==> src/rtl/sha_pkg.sv <==
// Shared types, constants and sigma functions of the SHA-256 hasher.
package sha_pkg;

    typedef logic [31:0] chain_t [8];

    typedef struct packed {
        logic [7:0] data_byte;
        logic       has_byte;
        logic       last;
    } sha_in_t;

    typedef struct packed {
        logic [31:0] digest_word;
        logic [2:0]  word_index;
        logic        last_word;
    } sha_out_t;

    // Control from the sequencer to the schedule and round datapaths.
    typedef struct packed {
        logic       shift_byte;
        logic [7:0] byte_val;
        logic       expand;
        logic       vars_init;
        logic       round_step;
        logic       chain_add;
        logic       chain_init;
        logic [5:0] round_idx;
    } sha_ctl_t;

    localparam chain_t INIT_WORDS = '{
        32'h6a09e667, 32'hbb67ae85, 32'h3c6ef372, 32'ha54ff53a,
        32'h510e527f, 32'h9b05688c, 32'h1f83d9ab, 32'h5be0cd19};

    localparam logic [31:0] ROUND_K [64] = '{
        32'h428a2f98, 32'h71374491, 32'hb5c0fbcf, 32'he9b5dba5,
        32'h3956c25b, 32'h59f111f1, 32'h923f82a4, 32'hab1c5ed5,
        32'hd807aa98, 32'h12835b01, 32'h243185be, 32'h550c7dc3,
        32'h72be5d74, 32'h80deb1fe, 32'h9bdc06a7, 32'hc19bf174,
        32'he49b69c1, 32'hefbe4786, 32'h0fc19dc6, 32'h240ca1cc,
        32'h2de92c6f, 32'h4a7484aa, 32'h5cb0a9dc, 32'h76f988da,
        32'h983e5152, 32'ha831c66d, 32'hb00327c8, 32'hbf597fc7,
        32'hc6e00bf3, 32'hd5a79147, 32'h06ca6351, 32'h14292967,
        32'h27b70a85, 32'h2e1b2138, 32'h4d2c6dfc, 32'h53380d13,
        32'h650a7354, 32'h766a0abb, 32'h81c2c92e, 32'h92722c85,
        32'ha2bfe8a1, 32'ha81a664b, 32'hc24b8b70, 32'hc76c51a3,
        32'hd192e819, 32'hd6990624, 32'hf40e3585, 32'h106aa070,
        32'h19a4c116, 32'h1e376c08, 32'h2748774c, 32'h34b0bcb5,
        32'h391c0cb3, 32'h4ed8aa4a, 32'h5b9cca4f, 32'h682e6ff3,
        32'h748f82ee, 32'h78a5636f, 32'h84c87814, 32'h8cc70208,
        32'h90befffa, 32'ha4506ceb, 32'hbef9a3f7, 32'hc67178f2};

    function automatic logic [31:0] ror32(input logic [31:0] x, input int unsigned n);
        return (x >> n) | (x << (32 - n));
    endfunction

    function automatic logic [31:0] big_sigma0(input logic [31:0] x);
        return ror32(x, 2) ^ ror32(x, 13) ^ ror32(x, 22);
    endfunction

    function automatic logic [31:0] big_sigma1(input logic [31:0] x);
        return ror32(x, 6) ^ ror32(x, 11) ^ ror32(x, 25);
    endfunction

    function automatic logic [31:0] small_sigma0(input logic [31:0] x);
        return ror32(x, 7) ^ ror32(x, 18) ^ (x >> 3);
    endfunction

    function automatic logic [31:0] small_sigma1(input logic [31:0] x);
        return ror32(x, 17) ^ ror32(x, 19) ^ (x >> 10);
    endfunction

endpackage

==> src/rtl/sha_msg_sched.sv <==
// Block buffer and message schedule: a 16-word shift line filled a byte at a time.
module sha_msg_sched
    import sha_pkg::*;
(
    input  logic        clk,
    input  sha_ctl_t    ctl,
    output logic [31:0] sched_word
);

    logic [31:0] sched_reg  [16];
    logic [31:0] sched_next [16];
    logic [31:0] new_word;

    assign new_word = sched_reg[0] + small_sigma0(sched_reg[1]) + sched_reg[9]
                    + small_sigma1(sched_reg[14]);
    assign sched_word = sched_reg[0];

    always_comb
    begin
        sched_next = sched_reg;
        if (ctl.shift_byte)
        begin
            // shift the whole block left by one byte, new byte at the tail
            for (int i = 0; i < 15; i++)
            begin
                sched_next[i] = {sched_reg[i][23:0], sched_reg[i + 1][31:24]};
            end
            sched_next[15] = {sched_reg[15][23:0], ctl.byte_val};
        end
        else if (ctl.expand)
        begin
            for (int i = 0; i < 15; i++)
            begin
                sched_next[i] = sched_reg[i + 1];
            end
            sched_next[15] = new_word;
        end
    end

    always_ff @(posedge clk)
    begin
        sched_reg <= sched_next;
    end

endmodule

==> src/rtl/sha_core.sv <==
// Round unit: working variables, one compression round per cycle, chaining words.
module sha_core
    import sha_pkg::*;
(
    input  logic        clk,
    input  logic        rst_n,
    input  sha_ctl_t    ctl,
    input  logic [31:0] sched_word,
    output chain_t      chain
);

    chain_t      chain_reg;
    chain_t      chain_next;
    logic [31:0] vars_reg  [8];
    logic [31:0] vars_next [8];
    logic [31:0] t1;
    logic [31:0] t2;

    assign t1 = vars_reg[7] + big_sigma1(vars_reg[4])
              + ((vars_reg[4] & vars_reg[5]) ^ (~vars_reg[4] & vars_reg[6]))
              + ROUND_K[ctl.round_idx] + sched_word;
    assign t2 = big_sigma0(vars_reg[0])
              + ((vars_reg[0] & vars_reg[1]) ^ (vars_reg[0] & vars_reg[2])
                 ^ (vars_reg[1] & vars_reg[2]));

    always_comb
    begin
        vars_next = vars_reg;
        if (ctl.vars_init)
        begin
            vars_next = chain_reg;
        end
        else if (ctl.round_step)
        begin
            vars_next[7] = vars_reg[6];
            vars_next[6] = vars_reg[5];
            vars_next[5] = vars_reg[4];
            vars_next[4] = vars_reg[3] + t1;
            vars_next[3] = vars_reg[2];
            vars_next[2] = vars_reg[1];
            vars_next[1] = vars_reg[0];
            vars_next[0] = t1 + t2;
        end
    end

    always_comb
    begin
        chain_next = chain_reg;
        if (ctl.chain_init)
        begin
            chain_next = INIT_WORDS;
        end
        else if (ctl.chain_add)
        begin
            for (int i = 0; i < 8; i++)
            begin
                chain_next[i] = chain_reg[i] + vars_reg[i];
            end
        end
    end

    always_ff @(posedge clk)
    begin
        vars_reg <= vars_next;
    end

    always_ff @(posedge clk or negedge rst_n)
    begin
        if (!rst_n)
        begin
            chain_reg <= INIT_WORDS;
        end
        else
        begin
            chain_reg <= chain_next;
        end
    end

    assign chain = chain_reg;

endmodule

==> src/rtl/sha_seq.sv <==
// Sequencer: byte intake, padding feed, round counting and digest output register.
module sha_seq
    import sha_pkg::*;
(
    input  logic     clk,
    input  logic     rst_n,
    input  logic     msg_valid,
    output logic     msg_stall,
    input  sha_in_t  msg,
    output logic     digest_valid,
    input  logic     digest_stall,
    output sha_out_t digest,
    input  chain_t   chain,
    output sha_ctl_t ctl
);

    localparam logic [3:0] S_IDLE     = 4'd0;
    localparam logic [3:0] S_PAD_MARK = 4'd1;
    localparam logic [3:0] S_PAD_ZERO = 4'd2;
    localparam logic [3:0] S_PAD_LEN  = 4'd3;
    localparam logic [3:0] S_INIT     = 4'd4;
    localparam logic [3:0] S_ROUND    = 4'd5;
    localparam logic [3:0] S_ADD      = 4'd6;
    localparam logic [3:0] S_EMIT     = 4'd7;
    localparam logic [3:0] S_OUT      = 4'd8;

    localparam logic [1:0] RET_IDLE = 2'd0;
    localparam logic [1:0] RET_PAD  = 2'd1;
    localparam logic [1:0] RET_ZERO = 2'd2;
    localparam logic [1:0] RET_OUT  = 2'd3;

    localparam logic [5:0] FILL_FULL = 6'd63;
    localparam logic [5:0] LEN_START = 6'd56;
    localparam logic [5:0] ROUND_END = 6'd63;
    localparam logic [2:0] WORD_END  = 3'd7;
    localparam logic [7:0] PAD_MARK  = 8'h80;

    logic [3:0]  state_reg, state_next;
    logic [1:0]  ret_reg, ret_next;
    logic [5:0]  fill_reg, fill_next;
    logic [63:0] bitlen_reg, bitlen_next;
    logic [5:0]  round_reg, round_next;
    logic [2:0]  oidx_reg, oidx_next;
    logic        ovalid_reg, ovalid_next;
    logic [31:0] oword_reg, oword_next;
    logic [2:0]  oidx_inc;
    logic [5:0]  fill_inc;
    logic [7:0]  len_byte;

    assign oidx_inc = oidx_reg + 3'd1;
    assign fill_inc = fill_reg + 6'd1;
    // length bytes go out most significant first while fill runs 56..63
    assign len_byte = 8'(bitlen_reg >> {~fill_reg[2:0], 3'b000});

    assign msg_stall             = (state_reg != S_IDLE);
    assign digest_valid          = ovalid_reg;
    assign digest.digest_word    = oword_reg;
    assign digest.word_index     = oidx_reg;
    assign digest.last_word      = (oidx_reg == WORD_END);

    always_comb
    begin
        state_next  = state_reg;
        ret_next    = ret_reg;
        fill_next   = fill_reg;
        bitlen_next = bitlen_reg;
        round_next  = round_reg;
        oidx_next   = oidx_reg;
        ovalid_next = ovalid_reg;
        oword_next  = oword_reg;
        ctl            = '0;
        ctl.round_idx  = round_reg;

        case (state_reg)
            S_IDLE:
            begin
                if (msg_valid)
                begin
                    if (msg.has_byte)
                    begin
                        ctl.shift_byte = 1'b1;
                        ctl.byte_val   = msg.data_byte;
                        fill_next      = fill_inc;
                        bitlen_next    = bitlen_reg + 64'd8;
                    end
                    if (msg.has_byte && fill_reg == FILL_FULL)
                    begin
                        state_next = S_INIT;
                        ret_next   = msg.last ? RET_PAD : RET_IDLE;
                    end
                    else if (msg.last)
                    begin
                        state_next = S_PAD_MARK;
                    end
                end
            end
            S_PAD_MARK:
            begin
                ctl.shift_byte = 1'b1;
                ctl.byte_val   = PAD_MARK;
                fill_next      = fill_inc;
                if (fill_reg == FILL_FULL)
                begin
                    state_next = S_INIT;
                    ret_next   = RET_ZERO;
                end
                else
                begin
                    state_next = S_PAD_ZERO;
                end
            end
            S_PAD_ZERO:
            begin
                // stop at 56 only when counting up within the length block
                if (fill_reg == LEN_START)
                begin
                    state_next = S_PAD_LEN;
                end
                else
                begin
                    ctl.shift_byte = 1'b1;
                    fill_next      = fill_inc;
                    if (fill_reg == FILL_FULL)
                    begin
                        state_next = S_INIT;
                        ret_next   = RET_ZERO;
                    end
                end
            end
            S_PAD_LEN:
            begin
                ctl.shift_byte = 1'b1;
                ctl.byte_val   = len_byte;
                fill_next      = fill_inc;
                if (fill_reg == FILL_FULL)
                begin
                    state_next = S_INIT;
                    ret_next   = RET_OUT;
                end
            end
            S_INIT:
            begin
                ctl.vars_init = 1'b1;
                round_next    = '0;
                state_next    = S_ROUND;
            end
            S_ROUND:
            begin
                ctl.round_step = 1'b1;
                ctl.expand     = 1'b1;
                round_next     = round_reg + 6'd1;
                if (round_reg == ROUND_END)
                begin
                    state_next = S_ADD;
                end
            end
            S_ADD:
            begin
                ctl.chain_add = 1'b1;
                case (ret_reg)
                    RET_IDLE: state_next = S_IDLE;
                    RET_PAD:  state_next = S_PAD_MARK;
                    RET_ZERO: state_next = S_PAD_ZERO;
                    RET_OUT:  state_next = S_EMIT;
                    default:  state_next = S_IDLE;
                endcase
                oidx_next = '0;
            end
            S_EMIT:
            begin
                oword_next  = chain[oidx_reg];
                ovalid_next = 1'b1;
                state_next  = S_OUT;
            end
            S_OUT:
            begin
                if (!digest_stall)
                begin
                    if (oidx_reg == WORD_END)
                    begin
                        // digest drained: reinitialize for the next message
                        ovalid_next    = 1'b0;
                        oidx_next      = '0;
                        ctl.chain_init = 1'b1;
                        bitlen_next    = '0;
                        fill_next      = '0;
                        state_next     = S_IDLE;
                    end
                    else
                    begin
                        oidx_next  = oidx_inc;
                        oword_next = chain[oidx_inc];
                    end
                end
            end
            default:
            begin
                state_next = S_IDLE;
            end
        endcase
    end

    always_ff @(posedge clk or negedge rst_n)
    begin
        if (!rst_n)
        begin
            state_reg  <= S_IDLE;
            ret_reg    <= RET_IDLE;
            fill_reg   <= '0;
            bitlen_reg <= '0;
            round_reg  <= '0;
            oidx_reg   <= '0;
            ovalid_reg <= 1'b0;
        end
        else
        begin
            state_reg  <= state_next;
            ret_reg    <= ret_next;
            fill_reg   <= fill_next;
            bitlen_reg <= bitlen_next;
            round_reg  <= round_next;
            oidx_reg   <= oidx_next;
            ovalid_reg <= ovalid_next;
        end
    end

    always_ff @(posedge clk)
    begin
        oword_reg <= oword_next;
    end

endmodule

==> src/rtl/sha256_stream_hash_top.sv <==
// Top level of the SHA-256 stream hasher.
//
// Message channel (msg_valid / msg_stall / msg): one beat carries one byte
// (has_byte) and an end-of-message mark (last). A beat with neither is a no-op.
// Digest channel (digest_valid / digest_stall / digest): eight beats per
// message, word_index 0..7, big-endian words, last_word on the eighth.
// Timing: a byte that does not fill the block is taken with no stall; one
// that completes a 64-byte block starts compression: one round per cycle
// over 64 rounds in the shared round unit, after a load, then a chaining
// add. On last, padding is fed byte-serially through the block buffer up to
// the next block end, one byte per cycle but paused while a block compresses
// and before the length field. Each padded block (one or two) is compressed
// likewise; then the output register is loaded and the digest words follow.
// msg_stall is high after a beat that fills a block until it is compressed,
// and after a last beat until the eighth digest beat is taken. A stalled
// digest beat holds its word; the hasher waits as long as digest_stall is high.
// Reset sets the chaining words to the initial hash values and clears the
// length and fill counters; no clearing pass is needed.
module sha256_stream_hash_top
    import sha_pkg::*;
(
    input  logic     clk,
    input  logic     rst_n,
    input  logic     msg_valid,
    output logic     msg_stall,
    input  sha_in_t  msg,
    output logic     digest_valid,
    input  logic     digest_stall,
    output sha_out_t digest
);

    sha_ctl_t    ctl;
    chain_t      chain;
    logic [31:0] sched_word;

    sha_seq u_seq (
        .clk          (clk),
        .rst_n        (rst_n),
        .msg_valid    (msg_valid),
        .msg_stall    (msg_stall),
        .msg          (msg),
        .digest_valid (digest_valid),
        .digest_stall (digest_stall),
        .digest       (digest),
        .chain        (chain),
        .ctl          (ctl)
    );

    sha_msg_sched u_sched (
        .clk        (clk),
        .ctl        (ctl),
        .sched_word (sched_word)
    );

    sha_core u_core (
        .clk        (clk),
        .rst_n      (rst_n),
        .ctl        (ctl),
        .sched_word (sched_word),
        .chain      (chain)
    );

endmodule

==> config.mk <==
export PLATFORM = sky130hd
export DESIGN_NAME = sha256_stream_hash_top
export DESIGN_NICKNAME = d
export VERILOG_FILES = /design/src/rtl/sha_pkg.sv /design/src/rtl/sha_msg_sched.sv /design/src/rtl/sha_core.sv /design/src/rtl/sha_seq.sv /design/src/rtl/sha256_stream_hash_top.sv
export SDC_FILE = /design/constraint.sdc
export NUM_CORES = 2
export LEC_CHECK = 0
export BUFFER_PORTS_ARGS = -buffer_cell sky130_fd_sc_hd__buf_2
export CAP_MARGIN = 20
export CORE_MARGIN = 4
export CORE_UTILIZATION = 55
export DETAILED_ROUTE_END_ITERATION = 12
export PLACE_DENSITY_LB_ADDON = 0.3
export SYNTH_ARGS = -nofsm -noshare
export SYNTH_HDL_FRONTEND = slang
export SYNTH_SLANG_ARGS = --single-unit
==> constraint.sdc <==
create_clock -name clk -period 31.7 [get_ports clk]
set_input_delay 1.585 -clock clk [delete_from_list [all_inputs] [get_ports clk]]
set_output_delay 1.585 -clock clk [all_outputs]
set_load 0.1 [all_outputs]
== Word level (Yosys, flattened, before mapping) ==
Memories as Yosys holds them, arrays and structs flattened.
Cells that the tools add are included.

* Bits in registers: 1142
* ROM bits: 2048
* Input bits: 14
* Output and inout port bits: 38
* Logic and storage cells: 208
* Memories kept: 1

{| class="wikitable"
|+ Memory list
! memory !! depth !! width !! read ports !! clocked after Yosys merged registers in !! write ports !! line !! text
|-
| (no name shown) || 64 || 32 || 1 || 0 || 0 || sha_core.sv:21 || <nowiki>+ ROUND_K[ctl.round_idx] + sched_word;</nowiki>
|}

* $add $sub $neg: 22
* Order comparisons: 3
* Eq/ne operators: 25
* Shift operators: 1
* Muxes and demuxes: 64
* Bitwise gates (word level): 31
* Reductions and logical operators: 21

{| class="wikitable"
|+ Operator list
! cell !! number
|-
| 2-to-1 mux 256 bit || 4
|-
| 2-to-1 mux 512 bit || 2
|-
| adder 32 bit || 18
|-
| XOR 32 bit || 9
|-
| 2-to-1 mux 32 bit || 8
|-
| 2-to-1 mux 64 bit || 4
|-
| binary-select mux 32 bit (select 3 bit) || 2
|-
| bitwise AND 32 bit || 5
|-
| one-hot mux 64 bit (2 select lines) || 1
|-
| adder 64 x 4 -> 64 bit (second input constant) || 1
|-
| one-hot mux 32 bit (2 select lines) || 1
|-
| right shift 64 x 6 -> 8 bit || 1
|-
| one-hot mux 4 bit (9 select lines) || 1
|-
| 2-to-1 mux 4 bit || 8
|-
| inverter 32 bit || 1
|-
| OR 10 x 32 -> 32 bit || 1
|-
| OR 13 x 32 -> 32 bit || 1
|-
| OR 14 x 32 -> 32 bit || 1
|-
| OR 15 x 32 -> 32 bit || 1
|-
| OR 19 x 32 -> 32 bit || 1
|-
| OR 21 x 32 -> 32 bit || 1
|-
| OR 25 x 32 -> 32 bit || 1
|-
| OR 26 x 32 -> 32 bit || 1
|-
| OR 30 x 32 -> 32 bit || 1
|-
| 44 further kinds || 92
|}

== Logic depth before layout (Yosys ltp) ==
* Depth in word-level cells: 10
* Depth in mapped cells: 42
* Mapped depth without buffers: 40

== Modules after synthesis ==
From an unflattened synthesis, not the netlist that was laid out.

* Cells, all modules: 7417
* Area total of the unflattened synthesis: 80976.4 um2

{| class="wikitable"
|+ Modules (own cells, without submodules)
! module !! times used !! cells each !! area each (um2) !! sequential area each (um2)
|-
| sha_core || 1 || 4761 || 44806.7 || 14263.7
|-
| sha_msg_sched || 1 || 1736 || 25959.9 || 15374.7
|-
| sha_seq || 1 || 920 || 10209.8 || 3037.9
|}

== Worst setup path after synthesis ==
OpenSTA, ideal clock, no wires.

* Path kind: reg2reg
* Start: reg u_seq.state_reg[2]
* End: reg u_sched.sched_reg[0] (netlist name) (enable)
* Setup time: 3625 ps
* Arrival time: 16007 ps
* Required time: 28075 ps
* Setup slack: 12067 ps
* Cell stages (with the launch flop): 7
* Path buffers: 1
* Period minus slack after synthesis: 19633 ps
* Cells stage by stage: dfrtp_1 > clkbuf_1 > nor2b_1 > nand2_1 > clkinv_1 > nand2_1 > nand2_1

* Word-level cells in the longest chain between the ends: 4
* Elaborated cells on any way between the ends: 9
* Classes of those cells: 4 x eq/ne; 2 x mux; 3 x reduce/logical

{| class="wikitable"
|+ RTL lines
! item !! line !! text
|-
| from (decl) || sha_seq.sv:38 || <nowiki>logic [3:0] state_reg, state_next;</nowiki>
|-
| from (signal assigned) || sha_seq.sv:217 || <nowiki>state_reg <= state_next;</nowiki>
|-
| == test 4 x 1 -> 1 bit or == test 4 x 2 -> 1 bit (tied branches) || sha_seq.sv:74 || <nowiki>case (state_reg)</nowiki>
|-
| OR reduction 2 bit (no line) || -- ||
|-
| one-hot mux 1 bit (3 select lines) || sha_seq.sv:74 ||
|-
| nonzero test 2 bit (no line) (*) || -- ||
|-
| to (signal assigned) || sha_msg_sched.sv:42 || <nowiki>sched_reg <= sched_next;</nowiki>
|-
| to (decl) || sha_msg_sched.sv:10 || <nowiki>logic [31:0] sched_reg [16];</nowiki>
|}

Mark *: on every way between the ends. The rest lies on a longest branch, timed or not.
A chain may end at the register's enable or synchronous reset.

==> metrics <==
run status complete, no violations; Starting Density 0.556; sequential cell area fraction in the yosys report 0.413; sum of net half-perimeters after detailed placement 185000 um; end of the worst register-to-register path u_core.vars_reg[254]$_DFFE_PP_; post-cts sizing count 0; cell count of the worst reg-to-reg path 40; Synth top area share 0.303; area of the mapped netlist 79200 um2; Row Count 138; worst reg2reg setup slack 20.77 ns; clock tree root driver cell sky130_fd_sc_hd__clkbuf_16; library cell contributing the largest single delay on the critical path sky130_fd_sc_hd__ha_1; flip-flop and latch count after synthesis 1139; initial antenna violation count 7; number of search-and-repair iterations in the first detailed-routing pass 6; library cell occupying the most area in the post-synthesis netlist sky130_fd_sc_hd__edfxtp_1; die outline area 150000 um2; leftover overflow at the end of global routing 0; first-pass GRT wire length 382000 um; number of top-level design ports between 50 and 60; beginning of the critical path u_seq.round_reg[1]$_DFFE_PN0P_; Critical Path RT 32.21 ns; die boundary height between 300 and 400 um; clock buffers created by TritonCTS 133; maximum fanout count along the critical path 28; Final nets 8887; Most used DFF post-synth sky130_fd_sc_hd__edfxtp_1; crit share post-route 0.345; startpoint of the tightest hold check path u_core.chain[150]$_DFFE_PN1P_; Worst setup EP type register; maximum single-stage delay on the critical path approximately 0.79 ns; TritonCTS sink count 1139; H-Tree Depth 4; clock skew after layout 0.0273 ns; Port Buffer Count just over 50; classification of the worst-slack hold path register to register; final routed wirelength across all metal layers 256000 um; maximum number of pins on one net before global-route repair 237; routed wirelength normalized by instance count 24.9 um; Sum Neg Setup Slack 0 ns; final-report max-slew violation count 0; area added between synthesis and finish 7.36%; Final setup viols 0; category of the critical setup timing path register to register; CTS tree done; Synthesized Nets roughly 9.1k; weighted congestion at the end of routability-driven global placement 1.03; cell types with the largest area share after synthesis sky130_fd_sc_hd__edfxtp_1, sky130_fd_sc_hd__nand2_1, sky130_fd_sc_hd__dfrtp_1; Bufs and invs on worst path 5; maximum clock path buffer count 3; achievable frequency 91.5 MHz; share of cells above drive strength 1 0.0858; syn avg cell area 9.31 um2; insertion delay of the later-clocked pin in the worst-skew pair 0.79 ns; final period demand of the worst path 10.93 ns; critical path capture point u_core.vars_reg[254]$_DFFE_PP_; number of distinct library cells after synthesis 105; Largest register FFs 480; post-DR vias/cell 6.23; cell class contributing the biggest share of worst-path delay adder cells; FF-to-FF Start u_seq.round_reg[1]$_DFFE_PN0P_; number of buffers inserted for hold repair after clock tree synthesis 0; Antenna Nets Post-Route 0; Worst-Margin Slew 1.22 ns; sort of element at the start of the critical path register; CP most frequent cell sky130_fd_sc_hd__fa_1; RSZ-0062 raised after global routing false; fraction of registers with async set or reset after synthesis 0.298; Post-synth EDFFs 800; Commonest cells post-synth sky130_fd_sc_hd__nand2_1, sky130_fd_sc_hd__edfxtp_1, sky130_fd_sc_hd__a21oi_1, sky130_fd_sc_hd__o21ai_0; clock-pin slew reported for the worst setup and hold paths after clock tree synthesis approximately 0.060 ns; placeable core region around 140000 um2; number of global-route vias before repair 61.1k; number of vias after detailed routing 64.1k; Hold Vio Cnt, Final 0; Synth Instances about 8.5k; count of maximum capacitance violations 0; Tot GR Track Use 0.334; number of setup buffers added after CTS 0; warnings from Yosys 0; Relative slew margins 0.186; Worst path depth 40; number of DRC markers after the initial detailed-route iteration 6799; arrival time of data at the critical path endpoint 11.44 ns; die extent in x a little under 400 um; dominant cell by count in the synthesized netlist sky130_fd_sc_hd__nand2_1; drc violations 0
==> layout make-up <==
class,instances,area [um2]
well taps,1890,2360
diodes,4,10.0
repair buffers,129,938
fillers,12042,57300
clock inverters,69,639
multi-input cells,6589,43600
inverters,291,1100
flip-flops and latches,1139,32700
clock buffers,176,3650
==> routing by layer <==
metal / up-vias / part of all wire / GRT usage
met3: 685 / 0.083 / 0.0538
met5: - / 0.00013 / 0
met2: 3024 / 0.46 / 0.534
met1: 31218 / 0.38 / 0.428
li1: 29161 / - / -
met4: 6 / 0.071 / 0.203
==> metrics by stage <==
step | hold WS, ns | utilization | instance area, um2 | setup WS [ns] | std cells
4_1_cts | 0.532 | 0.597 | 85000 | 20.94 | 10283
3_5_place_dp | 0.522 | 0.567 | 80700 | 20.98 | 10038
3_3_place_gp | 0.515 | 0.567 | 80700 | 20.98 | 10038
5_1_grt | 0.541 | 0.597 | 85000 | 20.31 | 10283
6_report | 0.532 | 0.597 | 85000 | 20.77 | 10287
2_1_floorplan | 0.483 | - | 79200 | 12.07 | 8506
==> cell families (layout without fill, tap and decap cells) <==
| family | count (synthesis) | after routing | share of synthesized area |
|---|---|---|---|
| adder cells (fa/ha/maj) | 612 | 612 | 0.115 |
| AND/OR/NAND/NOR | 3443 | 3443 | 0.180 |
| XOR/XNOR | 616 | 616 | 0.0681 |
| flip-flops | 1139 | 1139 | 0.413 |
| AO/OA/AOI/OAI | 1681 | 1681 | 0.132 |
| buffers and inverters | 778 | 665 | 0.0379 |
| multiplexers | 237 | 237 | 0.0539 |
| other | 0 | 4 | 0 |
==> placed cells by master, fill, tap and decap left out, types with 64 or more instances in the layout <==
cell                        count
sky130_fd_sc_hd__a211oi_1      85
sky130_fd_sc_hd__a21o_1       194
sky130_fd_sc_hd__a21oi_1      517
sky130_fd_sc_hd__buf_4         71
sky130_fd_sc_hd__clkbuf_16    136
sky130_fd_sc_hd__dfrtp_1      196
sky130_fd_sc_hd__dfstp_2      136
sky130_fd_sc_hd__edfxtp_1     800
sky130_fd_sc_hd__fa_1         195
sky130_fd_sc_hd__ha_1         393
sky130_fd_sc_hd__inv_1        285
sky130_fd_sc_hd__mux2i_1       64
sky130_fd_sc_hd__mux4_2       149
sky130_fd_sc_hd__nand2_1     2393
sky130_fd_sc_hd__nand3_1      166
sky130_fd_sc_hd__nor2_1       394
sky130_fd_sc_hd__nor2b_1       79
sky130_fd_sc_hd__nor3_1       136
sky130_fd_sc_hd__o21a_1        68
sky130_fd_sc_hd__o21ai_0      441
sky130_fd_sc_hd__xnor2_1      370
sky130_fd_sc_hd__xor2_1       246
==> worst min path at each step <==
stage,cells past startpoint,endpoint
finish,2,u_core.chain[150]$_DFFE_PN1P_
global route,2,u_core.chain[124]$_DFFE_PN1P_
CTS,2,u_core.chain[21]$_DFFE_PN1P_
detailed placement,2,u_core.chain[21]$_DFFE_PN1P_
global placement,2,u_core.chain[150]$_DFFE_PN1P_
floorplan,2,u_seq.ret_reg[1]$_DFFE_PN0P_
==> worst register-to-register path: cells and delay by family (launching register included) <==
kind / cells / cell delay [ns]
AOI/OAI and AO/OA: 17 / 3.25
xor gates and xnor gates: 2 / 0.46
adders and majority gates: 8 / 3.63
buffers and inverters: 5 / 1.09
DFF: 1 / 0.32
and+or+nand+nor: 8 / 1.90
Power is left out: the tool's default activity adds up to more than one toggle a clock period on the data nets, which glitch-free logic cannot reach.
